[src/hw/rtl/pcode_stack_machine_step_defines.svh]
// Assertion macros for the p-code stack machine
`ifndef PCODE_STACK_MACHINE_STEP_DEFINES_SVH
`define PCODE_STACK_MACHINE_STEP_DEFINES_SVH
// Property that holds at every edge outside reset
`define PSM_ASSERT(label, prop) \
  label: assert property (@(posedge clk_i) disable iff (!rst_ni) (prop)) \
    else $error("psm assertion failed");
// Implication whose consequent is checked in the cycle after the antecedent
`define PSM_ASSERT_NEXT(label, ante, cons) \
  label: assert property (@(posedge clk_i) disable iff (!rst_ni) (ante) |=> (cons)) \
    else $error("psm assertion failed");
`endif

[src/hw/rtl/psm_pkg.sv]
// Package: constants, widths and opcode codes of the p-code stack machine
package psm_pkg;
  localparam int unsigned StackDepth = 1024;
  localparam int unsigned SaveDepth  = 4096;
  localparam int unsigned CodeDepth  = 4096;
  localparam int unsigned SaW = $clog2(StackDepth);
  localparam int unsigned JaW = $clog2(SaveDepth);
  localparam int unsigned CaW = $clog2(CodeDepth);
  localparam logic [7:0] NewlineLevel = 8'd255;

  localparam logic [3:0] OpLit  = 4'd0;
  localparam logic [3:0] OpOpr  = 4'd1;
  localparam logic [3:0] OpLod  = 4'd2;
  localparam logic [3:0] OpSto  = 4'd3;
  localparam logic [3:0] OpCal  = 4'd4;
  localparam logic [3:0] OpInt  = 4'd5;
  localparam logic [3:0] OpJmp  = 4'd6;
  localparam logic [3:0] OpJpc  = 4'd7;
  localparam logic [3:0] OpPrt  = 4'd8;
  localparam logic [3:0] OpLoda = 4'd9;
  localparam logic [3:0] OpLea  = 4'd10;
  localparam logic [3:0] OpStoa = 4'd11;
  localparam logic [3:0] OpLift = 4'd12;
  localparam logic [3:0] OpJbg  = 4'd13;
  localparam logic [3:0] OpJbs  = 4'd14;

  localparam logic [31:0] OprRet = 32'd0;
  localparam logic [31:0] OprNeg = 32'd1;
  localparam logic [31:0] OprAdd = 32'd2;
  localparam logic [31:0] OprSub = 32'd3;
  localparam logic [31:0] OprMul = 32'd4;
  localparam logic [31:0] OprDiv = 32'd5;
  localparam logic [31:0] OprOdd = 32'd6;
  localparam logic [31:0] OprEq  = 32'd8;
  localparam logic [31:0] OprNe  = 32'd9;
  localparam logic [31:0] OprLt  = 32'd10;
  localparam logic [31:0] OprGe  = 32'd11;
  localparam logic [31:0] OprGt  = 32'd12;
  localparam logic [31:0] OprLe  = 32'd13;

  typedef struct packed {
    logic [3:0]  opcode;
    logic [7:0]  level_diff;
    logic [31:0] operand;
  } instr_t;

  typedef struct packed {
    logic [CaW-1:0] next_pc;
    logic           print_valid;
    logic [31:0]    print_value;
    logic           newline;
    logic           halted;
    logic           divide_error;
  } result_t;

  typedef struct packed {
    logic        start;
    logic        negate;
    logic [31:0] dividend;
    logic [31:0] divisor;
  } div_req_t;

  typedef struct packed {
    logic        done;
    logic [31:0] quotient;
  } div_rsp_t;
endpackage

[src/hw/rtl/psm_div.sv]
// Radix-2 restoring divider on magnitudes, one quotient bit per cycle
module psm_div (
  input  logic                 clk_i,
  input  logic                 rst_ni,
  input  psm_pkg::div_req_t    req_i,
  output psm_pkg::div_rsp_t    rsp_o
);
  import psm_pkg::*;
  logic        busy_q;
  logic [5:0]  cnt_q;
  logic [31:0] quo_q, den_q;
  logic [32:0] rem_q;
  logic        neg_q;
  logic [32:0] rem_sh, rem_sub;
  logic        fin_q;

  assign rem_sh  = {rem_q[31:0], quo_q[31]};
  assign rem_sub = rem_sh - {1'b0, den_q};

  always_ff @(posedge clk_i or negedge rst_ni) begin
    if (!rst_ni) begin
      busy_q <= 1'b0;
      cnt_q  <= '0;
    end else if (req_i.start) begin
      busy_q <= 1'b1;
      cnt_q  <= 6'd32;
    end else if (busy_q) begin
      cnt_q <= cnt_q - 6'd1;
      if (cnt_q == 6'd1) begin
        busy_q <= 1'b0;
      end
    end
  end

  always_ff @(posedge clk_i) begin
    if (req_i.start) begin
      quo_q <= req_i.dividend;
      den_q <= req_i.divisor;
      rem_q <= '0;
      neg_q <= req_i.negate;
    end else if (busy_q) begin
      if (!rem_sub[32]) begin
        rem_q <= rem_sub;
        quo_q <= {quo_q[30:0], 1'b1};
      end else begin
        rem_q <= rem_sh;
        quo_q <= {quo_q[30:0], 1'b0};
      end
    end
  end

  assign rsp_o.done     = fin_q;
  assign rsp_o.quotient = neg_q ? (32'd0 - quo_q) : quo_q;

  always_ff @(posedge clk_i or negedge rst_ni) begin
    if (!rst_ni) fin_q <= 1'b0;
    else fin_q <= busy_q && cnt_q == 6'd1;
  end
endmodule

[config.mk]
export PLATFORM = sky130hd
export DESIGN_NAME = psm_div
export DESIGN_NICKNAME = d
export VERILOG_FILES = /design/src/hw/rtl/pcode_stack_machine_step_defines.svh /design/src/hw/rtl/psm_pkg.sv /design/src/hw/rtl/psm_div.sv
export SDC_FILE = /design/constraint.sdc
export NUM_CORES = 1
export LEC_CHECK = 0
export BUFFER_PORTS_ARGS = -buffer_cell sky130_fd_sc_hd__buf_4
export CAP_MARGIN = 20
export CORE_MARGIN = 2
export CORE_UTILIZATION = 40
export DETAILED_ROUTE_END_ITERATION = 7
export GPL_TIMING_DRIVEN = 0
export SLEW_MARGIN = 20
export SYNTH_ARGS = -nofsm -noshare
export SYNTH_HDL_FRONTEND = slang
export SYNTH_SLANG_ARGS = --single-unit
[constraint.sdc]
create_clock -name clk_i -period 3.02 [get_ports clk_i]
set_input_delay 0.302 -clock clk_i [delete_from_list [all_inputs] [get_ports clk_i]]
set_output_delay 0.302 -clock clk_i [all_outputs]
set_load 0.01 [all_outputs]
==> out/qor.log, run 1 <==
INFO  grt            number_of_global_route_vias_before_repair=5814
INFO  final_layout   area.growth.synth_to_final=33.6%
INFO  synth          synth_edf_count=65
INFO  cts            clk-insertion-delay-late=360ps
INFO  setup_path     worstRegToRegCells=12
INFO  timing         report.final.slew_viol_count=0
INFO  placed_design  gpl.final_weighted_congestion=0.948
INFO  synth          seq_cells_post_synth=105
INFO  min_path       whs_path_depth=1
INFO  cts            cts_sinks=105
INFO  detailed_routing detail_route.drc_violations=0
INFO  timing         final-hold-violation-count=0
INFO  power_and_ir_drop netSwitchingPower=1.38mW
INFO  run            cap_violations=0
INFO  floorplan      dieHeight=135um
INFO  final_layout   utilization=54.7%
INFO  outcome        status=complete, but fails checks
INFO  synth          syn-instance-count=721
INFO  grt            grt_start_max_net_pins=35
INFO  final_layout   net_count_final=975
INFO  synth          synth_top_area_share=28.6%
INFO  placed_design  placedCellCount=1041
INFO  power_and_ir_drop swShare=32.4%
INFO  setup_path     worst-endpoint-required=2720ps
INFO  min_path       hold_path.class=in2reg
INFO  cts            cts_htree_levels=3
INFO  synth          synth-warning-count=0
INFO  synth          async_flop_share=7.62%
INFO  detailed_routing route.vias.total=6076
INFO  setup_path     ff_to_ff_setup_slack=-120ps
INFO  synth          syn_area_per_cell=9.46squm
INFO  final_layout   layoutNonFillerInstCount=1096
INFO  final_layout   num_antenna_cells=0
INFO  floorplan      die_area=18100squm
INFO  timing         final_worst_path_cycle_share=127%
INFO  grt            grt_antenna_before_repair=0
INFO  synth          yosys.area.top_type=edfxtp_1
INFO  final_layout   drive_above_1_share=32.4%
INFO  floorplan      fp-row-count=47
INFO  detailed_routing drt_iter0_drc=329
INFO  timing         finalSetupViolCount=33
INFO  timing         clock_skew=10.4ps
INFO  power_and_ir_drop clkPwrFrac=25.8%
INFO  cts            cts_max_path_buffers=2
INFO  cts            cts_made_buffers=9
INFO  detailed_routing detail_route.first_pass.iterations=5
INFO  timing         fmaxAchievable=261MHz
INFO  setup_path     critical_path_arrival=3530ps
INFO  cts            root_buffer_cell=clkbuf_16
INFO  synth          synthTopCellsByArea=edfxtp_1, dfxtp_1, xnor2_1, ha_1, mux2_2
INFO  timing         post-route-worst-setup-slack=-808ps
INFO  cts            worst_setup_hold_path_clk_slew=80ps
INFO  outcome        failed_checks=setup timing
INFO  setup_path     cp_max_fo=3
INFO  timing         timing.slew.headroom=21.0%
INFO  placed_design  hpwl=13600um
INFO  detailed_routing detail_route.wirelength=19500um
INFO  floorplan      start_util=41.0%
INFO  power_and_ir_drop power_per_cell_area=469nW/um^2
INFO  setup_path     worstSetupStartpointType=flip-flop
INFO  placed_design  number_of_port_buffers=100
INFO  synth          syn-cell-area=6820squm
INFO  synth          synthesized_nets=825
INFO  power_and_ir_drop pwr-share-comb=30.6%
INFO  setup_path     setup.worst_path.end_class=output port
INFO  grt            wire_length_of_the_first_global_routing_pass=29900um
INFO  synth          seq_area_frac_synth=41.0%
INFO  grt            groute.usage.overall=20.8%
INFO  timing         timing_worst_slew_pin_value=1180ps
INFO  setup_path     critical_path_class=reg2out
INFO  grt            globalRouteOverflowTotal=0
INFO  timing         layout_min_cycle_time=3830ps
INFO  floorplan      core_region_area=16600squm
INFO  synth          yosys-top-cells-count=nand2_1, edfxtp_1, nor2_1, inv_1, xnor2_1
INFO  power_and_ir_drop intPower=2.89mW
INFO  timing         rsz0062_at_grt=yes
INFO  power_and_ir_drop total_power=4.27mW
INFO  power_and_ir_drop p_leak=3.72nW
INFO  synth          yosys.cell_types.count=63
INFO  detailed_routing via_cell_ratio=5.54
INFO  detailed_routing antenna_left=0
INFO  synth          synth.most_common_cell=nand2_1
INFO  detailed_routing wl_per_cell=17.8um
INFO  floorplan      fp.dieW=135um
INFO  synth          synth-main-ff-cell=edfxtp_1
INFO  cts            tritoncts=built
INFO  power_and_ir_drop p_seq_share=43.6%
INFO  floorplan      top_level_pins=101
INFO  power_and_ir_drop power.ir.vdd_worst=0.320mV
## worst paths after layout
kind	from	endpoint
worst min-delay path	req_i[8]	den_q[8]
worst min register to register	rem_q[22]	rem_q[22]
min in group asynchronous	rst_ni	cnt_q[1]
worst max register to register	quo_q[31]	rem_q[7]
worst max-delay path	quo_q[12]	rsp_o[31]
max in group asynchronous	rst_ni	cnt_q[5]
## power by group through the flow
| stage | registers (mW) | clock network (mW) | logic, mW |
|---|---|---|---|
| floorplan | 1.84 | 0 | 0.754 |
| global placement | 1.88 | 0 | 1.12 |
| detailed placement | 1.88 | 0 | 1.14 |
| CTS | 1.86 | 1.13 | 1.21 |
| global route | 1.88 | 1.18 | 1.43 |
| finish | 1.86 | 1.10 | 1.31 |
## per-stage QoR
stage	worst slack (ps)	area [sq um]	setup TNS (ps)	hold slack (ps)
CTS	-807	8520	-5080	102
detailed placement	-1070	7870	-32830	126
floorplan	-293	6840	-769	6.41
finish	-808	9110	-6770	109
global route	-897	9110	-11130	98.3
global placement	-1050	7870	-31590	123
## state kept, by name, indices dropped and copies added (netlist names)
signal,flops
den_q,32
quo_q,32
cnt_q,6
rem_q,32
busy_q,1
fin_q,1
neg_q,1
## metal layers
metal / wire [um] / GRT usage, % / part of all wire [%] / vias to the layer above
li1: - / - / - / 2950
met1: 8890 / 28.2 / 46 / 2921
met2: 9440 / 34.8 / 48 / 182
met3: 911 / 3.68 / 4.7 / 23
met4: 270 / 5.20 / 1.4 / 0
met5: 0 / 0 / 0 / -
## cell type report
class	instances	area [sq um]
Fill cell	1496	7530
Multi-Input combinational cell	530	4240
Sequential cell	105	2790
Timing Repair Buffer	147	1200
Tap cell	220	275
Clock buffer	10	229
Inverter	51	194
Buffer	27	145
Clock inverter	6	35.0
## logic make-up after synthesis
| family | count (synthesis) | synth area share, % |
|---|---|---|
| xor gates and xnor gates | 62 | 7.96 |
| muxes | 35 | 5.67 |
| buffers and inverters | 86 | 4.84 |
| and+or+nand+nor | 223 | 15.6 |
| DFF | 105 | 41.0 |
| adders and majority gates | 36 | 6.72 |
| AOI/OAI and AO/OA | 174 | 18.3 |
## worst max-delay path, stage by stage, from the launching register on
cell and delay (ps):
edfxtp_1 420, or4_4 530, or3_4 380, or4_4 420, or4_4 450, or4_4 480, o31ai_4 220, xnor2_2 130
buf_4 130
## layout by cell type (no fill, tap or decap), types with 8 or more instances in the layout
master     instances
nand2b_1          11
clkbuf_1          19
clkbuf_16         11
buf_6             16
nand4_1            8
ha_1              25
edfxtp_1          65
mux2_2            29
a21o_1            17
or4_4              8
nand3_1           19
nand2_2           12
buf_4            130
a311oi_2          12
o31ai_1           12
nand2_1           70
dfrtp_1            8
inv_1             48
xnor2_1           46
nor2_1            53
o21ai_0           23
dfxtp_1           32
xor2_1            11
a21oi_1           27
## repair_timing
| item | CTS | global route |
|---|---|---|
| setup buffers | 21 | 20 |
| gates resized for setup | 51 | 102 |
| hold buffers | 1 | 0 |
| pin swaps | 14 | 38 |
| hold endpoints to repair | 8 | 0 |
| endpoints found under the setup margin | 45 | 44 |
| gates cloned | 1 | 4 |
Power figures use the tool's default switching activity.
==> run 2, diff against run 1 <==
--- a/config.mk
+++ b/config.mk
@@ -7,10 +7,13 @@
 export LEC_CHECK = 0
 export BUFFER_PORTS_ARGS = -buffer_cell sky130_fd_sc_hd__buf_4
 export CAP_MARGIN = 20
+export CELL_PAD_IN_SITES_DETAIL_PLACEMENT = 0
+export CELL_PAD_IN_SITES_GLOBAL_PLACEMENT = 1
 export CORE_MARGIN = 2
 export CORE_UTILIZATION = 40
 export DETAILED_ROUTE_END_ITERATION = 7
 export GPL_TIMING_DRIVEN = 0
+export PLACE_DENSITY_LB_ADDON = 0.1
 export SLEW_MARGIN = 20
 export SYNTH_ARGS = -nofsm -noshare
 export SYNTH_HDL_FRONTEND = slang
==> out/qor.log, run 2 (same netlist as run 1, synthesis figures left out) <==
INFO  placed_design  hpwl=13900um [+2.6%]
INFO  cts            cts_max_path_buffers=2 [unchanged]
INFO  cts            clk-insertion-delay-late=350ps [about the same]
INFO  timing         fmaxAchievable=259MHz [-1.0%]
INFO  timing         final-hold-violation-count=0 [unchanged]
INFO  power_and_ir_drop swShare=31.7% [-0.63 points]
INFO  cts            root_buffer_cell=clkbuf_16
INFO  power_and_ir_drop pwr-share-comb=30.8% [+0.2 points]
INFO  placed_design  number_of_port_buffers=100 [unchanged]
INFO  setup_path     ff_to_ff_setup_slack=-140ps [-20 ps]
INFO  min_path       hold_path.class=in2reg
INFO  cts            tritoncts=built
INFO  floorplan      fp.dieW=135um [unchanged]
INFO  final_layout   utilization=53.9% [-0.86 points]
INFO  detailed_routing detail_route.first_pass.iterations=5 [unchanged]
INFO  setup_path     worstSetupStartpointType=flip-flop
INFO  final_layout   drive_above_1_share=30.9% [-1.5 points]
INFO  floorplan      fp-row-count=47 [unchanged]
INFO  outcome        status=complete, but fails checks
INFO  setup_path     critical_path.reg2reg.endpoint=rem_q[9]
INFO  floorplan      top_level_pins=101 [unchanged]
INFO  placed_design  placedCellCount=1041 [unchanged]
INFO  timing         rsz0062_at_grt=yes
INFO  timing         timing.slew.headroom=50.2% [+29 points]
INFO  timing         timing_worst_slew_pin_value=748ps [-432 ps]
INFO  cts            worst_setup_hold_path_clk_slew=70ps [about the same]
INFO  grt            grt_start_max_net_pins=35 [unchanged]
INFO  final_layout   num_antenna_cells=0 [unchanged]
INFO  floorplan      start_util=41.0% [unchanged]
INFO  timing         finalSetupViolCount=32 [-3.0%]
INFO  detailed_routing drt_iter0_drc=407 [+24%]
INFO  detailed_routing antenna_left=0 [unchanged]
INFO  placed_design  gpl.final_weighted_congestion=0.884 [-6.7%]
INFO  min_path       min-delay-start=req_i[10]
INFO  detailed_routing route.vias.total=6032 [-0.72%]
INFO  timing         final_worst_path_cycle_share=128% [+1.3 points]
INFO  detailed_routing via_cell_ratio=5.55 [about the same]
INFO  setup_path     critical_path_class=reg2out
INFO  final_layout   nFillCells=1551 [+3.7%]
INFO  timing         clock_skew=10.9ps [+0.460 ps]
INFO  floorplan      die_area=18100squm [unchanged]
INFO  cts            cts_htree_levels=3 [unchanged]
INFO  power_and_ir_drop power_per_cell_area=473nW/um^2 [+0.81%]
INFO  final_layout   most_frequent_standard_cell_in_the_layout_excluding_fill_and_tap_cells=buf_4
INFO  final_layout   layoutNonFillerInstCount=1087 [-0.82%]
INFO  detailed_routing wl_per_cell=17.8um [-0.22%]
INFO  cts            cts_sinks=105 [unchanged]
INFO  timing         post-route-worst-setup-slack=-848ps [-40.3 ps]
INFO  setup_path     setup.worst_path.end_class=output port
INFO  final_layout   area.growth.synth_to_final=31.4%
INFO  grt            number_of_global_route_vias_before_repair=5898 [+1.4%]
INFO  setup_path     worst-endpoint-required=2720ps [about the same]
INFO  power_and_ir_drop intPower=2.89mW [+0.14%]
INFO  outcome        failed_checks=setup timing
INFO  final_layout   net_count_final=966 [-0.92%]
INFO  run            cap_violations=0 [unchanged]
INFO  detailed_routing detail_route.drc_violations=0 [unchanged]
INFO  floorplan      dieHeight=135um [unchanged]
INFO  setup_path     worst_r2r_startpoint=quo_q[31]
INFO  final_layout   final_cell_mix=buf_4, nand2_1, edfxtp_1, nor2_1, inv_1
INFO  timing         finalSetupTns=-7190ps [-417 ps]
INFO  timing         layout_min_cycle_time=3870ps [+40.3 ps]
INFO  timing         whs=118ps [+8.89 ps]
INFO  detailed_routing detail_route.wirelength=19300um [-1.0%]
INFO  power_and_ir_drop clkPwrFrac=25.3% [-0.5 points]
INFO  setup_path     critical_path_arrival=3570ps [+40 ps]
INFO  grt            grt_antenna_before_repair=0 [unchanged]
INFO  power_and_ir_drop p_leak=3.66nW [-1.6%]
INFO  power_and_ir_drop p_seq_share=44.0% [+0.4 points]
INFO  setup_path     worstRegToRegCells=14 [+2]
INFO  min_path       whs_path_depth=1 [unchanged]
INFO  floorplan      core_region_area=16600squm [unchanged]
INFO  grt            globalRouteOverflowTotal=0 [unchanged]
INFO  grt            groute.usage.overall=21.4% [+0.62 points]
INFO  power_and_ir_drop power.ir.vdd_worst=0.320mV [-0.14%]
INFO  final_layout   biggestRegsByFlops=den_q x32, quo_q x32, rem_q x32
INFO  cts            cts_made_buffers=9 [unchanged]
INFO  setup_path     cp_max_fo=5 [+2]
INFO  grt            wire_length_of_the_first_global_routing_pass=30400um [+1.9%]
INFO  power_and_ir_drop netSwitchingPower=1.35mW [-2.7%]
INFO  timing         report.final.slew_viol_count=0 [unchanged]
INFO  min_path       holdPathEnd=den_q[10]
## run 2: worst max-delay path by stage
stage	from	end	slack, ps
2_1_floorplan	quo_q[13]	rsp_o[29]	-290
3_3_place_gp	quo_q[31]	rem_q[19]	-1010
3_5_place_dp	quo_q[31]	rem_q[5]	-1070
4_1_cts	quo_q[13]	rsp_o[29]	-840
5_1_grt	quo_q[2]	rsp_o[31]	-920
6_report	quo_q[2]	rsp_o[29]	-850
## run 2: power groups by stage
stage,clock network [mW],logic (mW),registers (mW)
2_1_floorplan,0,0.754,1.84
3_3_place_gp,0,1.14,1.88
3_5_place_dp,0,1.15,1.88
4_1_cts,1.11,1.22,1.85
5_1_grt,1.16,1.43,1.89
6_report,1.07,1.30,1.86
## run 2: area by class of cell
cell class,count,area [sq um],share of cell area [%]
Multi-Input combinational cell,530,4190,46.7
Sequential cell,105,2790,31.2
Timing Repair Buffer,140,1130,12.6
Tap cell,220,275,3.07
Clock buffer,15,248,2.76
Inverter,51,194,2.16
Buffer,25,133,1.48
Clock inverter,1,5.00,0.0558
## run 2: through the flow
step / area (sq um) / power, mW / setup slack [ps]
6_report: 8960 / 4.24 / -848
3_3_place_gp: 7870 / 3.02 / -1010
2_1_floorplan: 6840 / 2.60 / -293
4_1_cts: 8570 / 4.18 / -840
3_5_place_dp: 7870 / 3.04 / -1070
5_1_grt: 8960 / 4.48 / -917
## run 2: what timing repair did
| item | 4_1_cts | 5_1_grt |
|---|---|---|
| pin swaps | 24 | 25 |
| hold endpoints to repair | 8 | 0 |
| endpoints found under the setup margin | 45 | 45 |
| hold buffers | 1 | 0 |
| gates cloned | 2 | 0 |
| resized for setup | 64 | 78 |
| buffers inserted | 24 | 16 |
## run 2: layer usage
layer	track usage, %	up-vias	share of wire, %
met5	0	-	0
met4	6.78	0	2.2
met3	3.45	26	3.3
met2	35.6	124	49
met1	28.8	2955	46
li1	-	2927	-
## run 2: critical path, cell delays in order (launching register included)
cell and delay [ps]:
edfxtp_1 520, nor3_4 290, nand4_1 160, or3_4 370
or4_4 440, or4_4 450, or4_4 490, o31ai_4 240
xnor2_2 130, buf_4 140
==> run 3, diff against run 2 <==
--- a/config.mk
+++ b/config.mk
@@ -5,13 +5,13 @@
 export SDC_FILE = /design/constraint.sdc
 export NUM_CORES = 1
 export LEC_CHECK = 0
-export BUFFER_PORTS_ARGS = -buffer_cell sky130_fd_sc_hd__buf_4
 export CAP_MARGIN = 20
 export CELL_PAD_IN_SITES_DETAIL_PLACEMENT = 0
 export CELL_PAD_IN_SITES_GLOBAL_PLACEMENT = 1
 export CORE_MARGIN = 2
 export CORE_UTILIZATION = 40
 export DETAILED_ROUTE_END_ITERATION = 7
+export DONT_BUFFER_PORTS = 1
 export GPL_TIMING_DRIVEN = 0
 export PLACE_DENSITY_LB_ADDON = 0.1
 export SLEW_MARGIN = 20
==> out/qor.log, run 3 (same netlist as run 1, synthesis figures left out) <==
INFO  outcome        status=complete, but fails checks
INFO  outcome        failed_checks=setup timing
INFO  setup_path     worst_r2r_startpoint=quo_q[31]
INFO  timing         finalSetupTns=-5540ps [+1650 ps]
INFO  detailed_routing wl_per_cell=19.0um [+7.2%]
INFO  timing         post-route-worst-setup-slack=-722ps [+127 ps]
INFO  placed_design  hpwl=13500um [-3.2%]
INFO  floorplan      dieHeight=135um [unchanged]
INFO  timing         finalSetupViolCount=18 [-44%]
INFO  setup_path     critical_path_class=reg2out
INFO  power_and_ir_drop p_seq_share=43.2% [-0.8 points]
INFO  timing         clock_skew=10.8ps [-0.0300 ps]
INFO  power_and_ir_drop pwr-share-comb=25.8% [-5.0 points]
INFO  power_and_ir_drop clkPwrFrac=31.1% [+5.8 points]
INFO  detailed_routing detail_route.drc_violations=0 [unchanged]
INFO  setup_path     setup.worst_path.end_class=output port
INFO  cts            clk-insertion-delay-late=360ps [about the same]
INFO  cts            cts_sinks=105 [unchanged]
INFO  placed_design  detailed_place.area=7120squm [-9.5%]
INFO  timing         timing.slew.headroom=44.6% [-5.5 points]
INFO  grt            number_of_global_route_vias_before_repair=5508 [-6.6%]
INFO  grt            grt_start_max_net_pins=35 [unchanged]
INFO  setup_path     critical_path_arrival=3440ps [-130 ps]
INFO  placed_design  gpl.final_weighted_congestion=0.843 [-4.6%]
INFO  grt            globalRouteOverflowTotal=0 [unchanged]
INFO  setup_path     worstSetupStartpointType=flip-flop
INFO  timing         timing_worst_slew_pin_value=831ps [+83.2 ps]
INFO  timing         final_worst_path_cycle_share=124% [-4.2 points]
INFO  min_path       min-delay-start=req_i[10]
INFO  power_and_ir_drop p_leak=3.34nW [-8.8%]
INFO  final_layout   final_cell_mix=nand2_1, edfxtp_1, nor2_1, inv_1, xnor2_1
INFO  run            cap_violations=0 [unchanged]
INFO  cts            tritoncts=built
INFO  detailed_routing detail_route.wirelength=19000um [-1.5%]
INFO  setup_path     startpoint=quo_q[13]
INFO  grt            groute.usage.overall=20.7% [-0.70 points]
INFO  power_and_ir_drop intPower=2.99mW [+3.2%]
INFO  detailed_routing antenna_left=0 [unchanged]
INFO  floorplan      core_region_area=16600squm [unchanged]
INFO  grt            grt_antenna_before_repair=0 [unchanged]
INFO  floorplan      fp-row-count=47 [unchanged]
INFO  setup_path     worst-endpoint-required=2720ps [about the same]
INFO  detailed_routing route.vias.total=5588 [-7.4%]
INFO  cts            cts_made_buffers=9 [unchanged]
INFO  floorplan      fp.dieW=135um [unchanged]
INFO  floorplan      die_area=18100squm [unchanged]
INFO  final_layout   area.growth.synth_to_final=24.0%
INFO  cts            root_buffer_cell=clkbuf_16
INFO  timing         layout_min_cycle_time=3740ps [-127 ps]
INFO  final_layout   biggestRegsByFlops=den_q x32, quo_q x32, rem_q x32
INFO  final_layout   net_count_final=878 [-9.1%]
INFO  cts            worst_setup_hold_path_clk_slew=70ps [about the same]
INFO  grt            wire_length_of_the_first_global_routing_pass=29300um [-3.8%]
INFO  timing         rsz0062_at_grt=yes
INFO  final_layout   summed_area_of_non_filler_cells_in_the_final_layout=8460squm [-5.7%]
INFO  power_and_ir_drop netSwitchingPower=1.34mW [-0.10%]
INFO  detailed_routing detail_route.first_pass.iterations=4 [-1]
INFO  power_and_ir_drop swShare=31.0% [-0.70 points]
INFO  setup_path     cp_max_fo=3 [-2]
INFO  floorplan      top_level_pins=101 [unchanged]
INFO  power_and_ir_drop power.ir.vdd_worst=0.288mV [-9.9%]
INFO  final_layout   num_antenna_cells=0 [unchanged]
INFO  placed_design  number_of_port_buffers=0 [-100%]
INFO  cts            cts_htree_levels=3 [unchanged]
INFO  timing         final-hold-violation-count=0 [unchanged]
INFO  timing         report.final.slew_viol_count=0 [unchanged]
INFO  final_layout   drive_above_1_share=24.6% [-6.3 points]
INFO  cts            cts_max_path_buffers=2 [unchanged]
INFO  detailed_routing via_cell_ratio=5.59 [+0.80%]
INFO  floorplan      start_util=41.0% [unchanged]
INFO  min_path       hold_path.class=in2reg
INFO  detailed_routing drt_iter0_drc=308 [-24%]
INFO  final_layout   nFillCells=1532 [-1.2%]
INFO  timing         fmaxAchievable=267MHz [+3.4%]
INFO  placed_design  pre_cts_ws=-1080ps [-11.8 ps]
INFO  power_and_ir_drop power_per_cell_area=512nW/um^2 [+8.3%]
[run 3: path summary, 6_finish.rpt]
check	end	slack, ps	depth (start not counted)
max reg2reg	rem_q[18]	-80	14
min reg2reg	rem_q[28]	480	2
max	rsp_o[29]	-720	7
min in group asynchronous	fin_q	310	1
min	den_q[10]	30	0
max in group asynchronous	cnt_q[1]	2410	1
[run 3: critical path, stage by stage, from the launching register on]
cell and delay, ps:
edfxtp_1 390, or4_4 550, or3_4 390, or4_4 430
or4_4 440, or4_4 480, o31ai_4 220, xnor2_2 170
[run 3: stage by stage]
stage	total power, mW	std cells	hold WS (ps)	utilization, %
floorplan	2.60	721	6.41	-
global placement	2.80	941	6.95	42.8
detailed placement	2.82	941	7.05	42.8
CTS	4.26	987	21.5	48.0
global route	4.56	999	15.0	50.8
finish	4.33	999	34.2	50.8
[run 3: power by group through the flow]
stage / Sequential [mW] / Combinational, mW / Clock [mW]
3_5_place_dp: 1.89 / 0.931 / 0
2_1_floorplan: 1.84 / 0.754 / 0
5_1_grt: 1.89 / 1.23 / 1.43
3_3_place_gp: 1.88 / 0.923 / 0
4_1_cts: 1.86 / 1.01 / 1.39
6_report: 1.87 / 1.11 / 1.35
[run 3: area by class of cell]
class	count	area (sq um)	area share [%]
Tap cell	220	275	3.25
Buffer	28	160	1.89
Clock buffer	10	229	2.71
Clock inverter	6	106	1.26
Inverter	51	194	2.29
Timing Repair Buffer	49	439	5.19
Multi-Input combinational cell	530	4260	50.4
Sequential cell	105	2790	33.0
[run 3: what timing repair did]
| item | 4_1_cts | 5_1_grt |
|---|---|---|
| gates resized for setup | 65 | 97 |
| buffers inserted | 31 | 16 |
| gates cloned | 1 | 2 |
| endpoints found under the hold margin | 8 | 0 |
| hold buffers | 1 | 0 |
| endpoints found under the setup margin | 44 | 44 |
| pin swaps | 24 | 40 |
[run 3: layer usage]
metal  wire, um  track usage, %  share of wire [%]  vias up
met5          0               0                  0        -
met3        749            3.83                3.9       21
met1       8790            27.8                 46     2698
met4        326            5.96                1.7        0
li1           -               -                  -     2747
met2       9160            34.4                 48      122
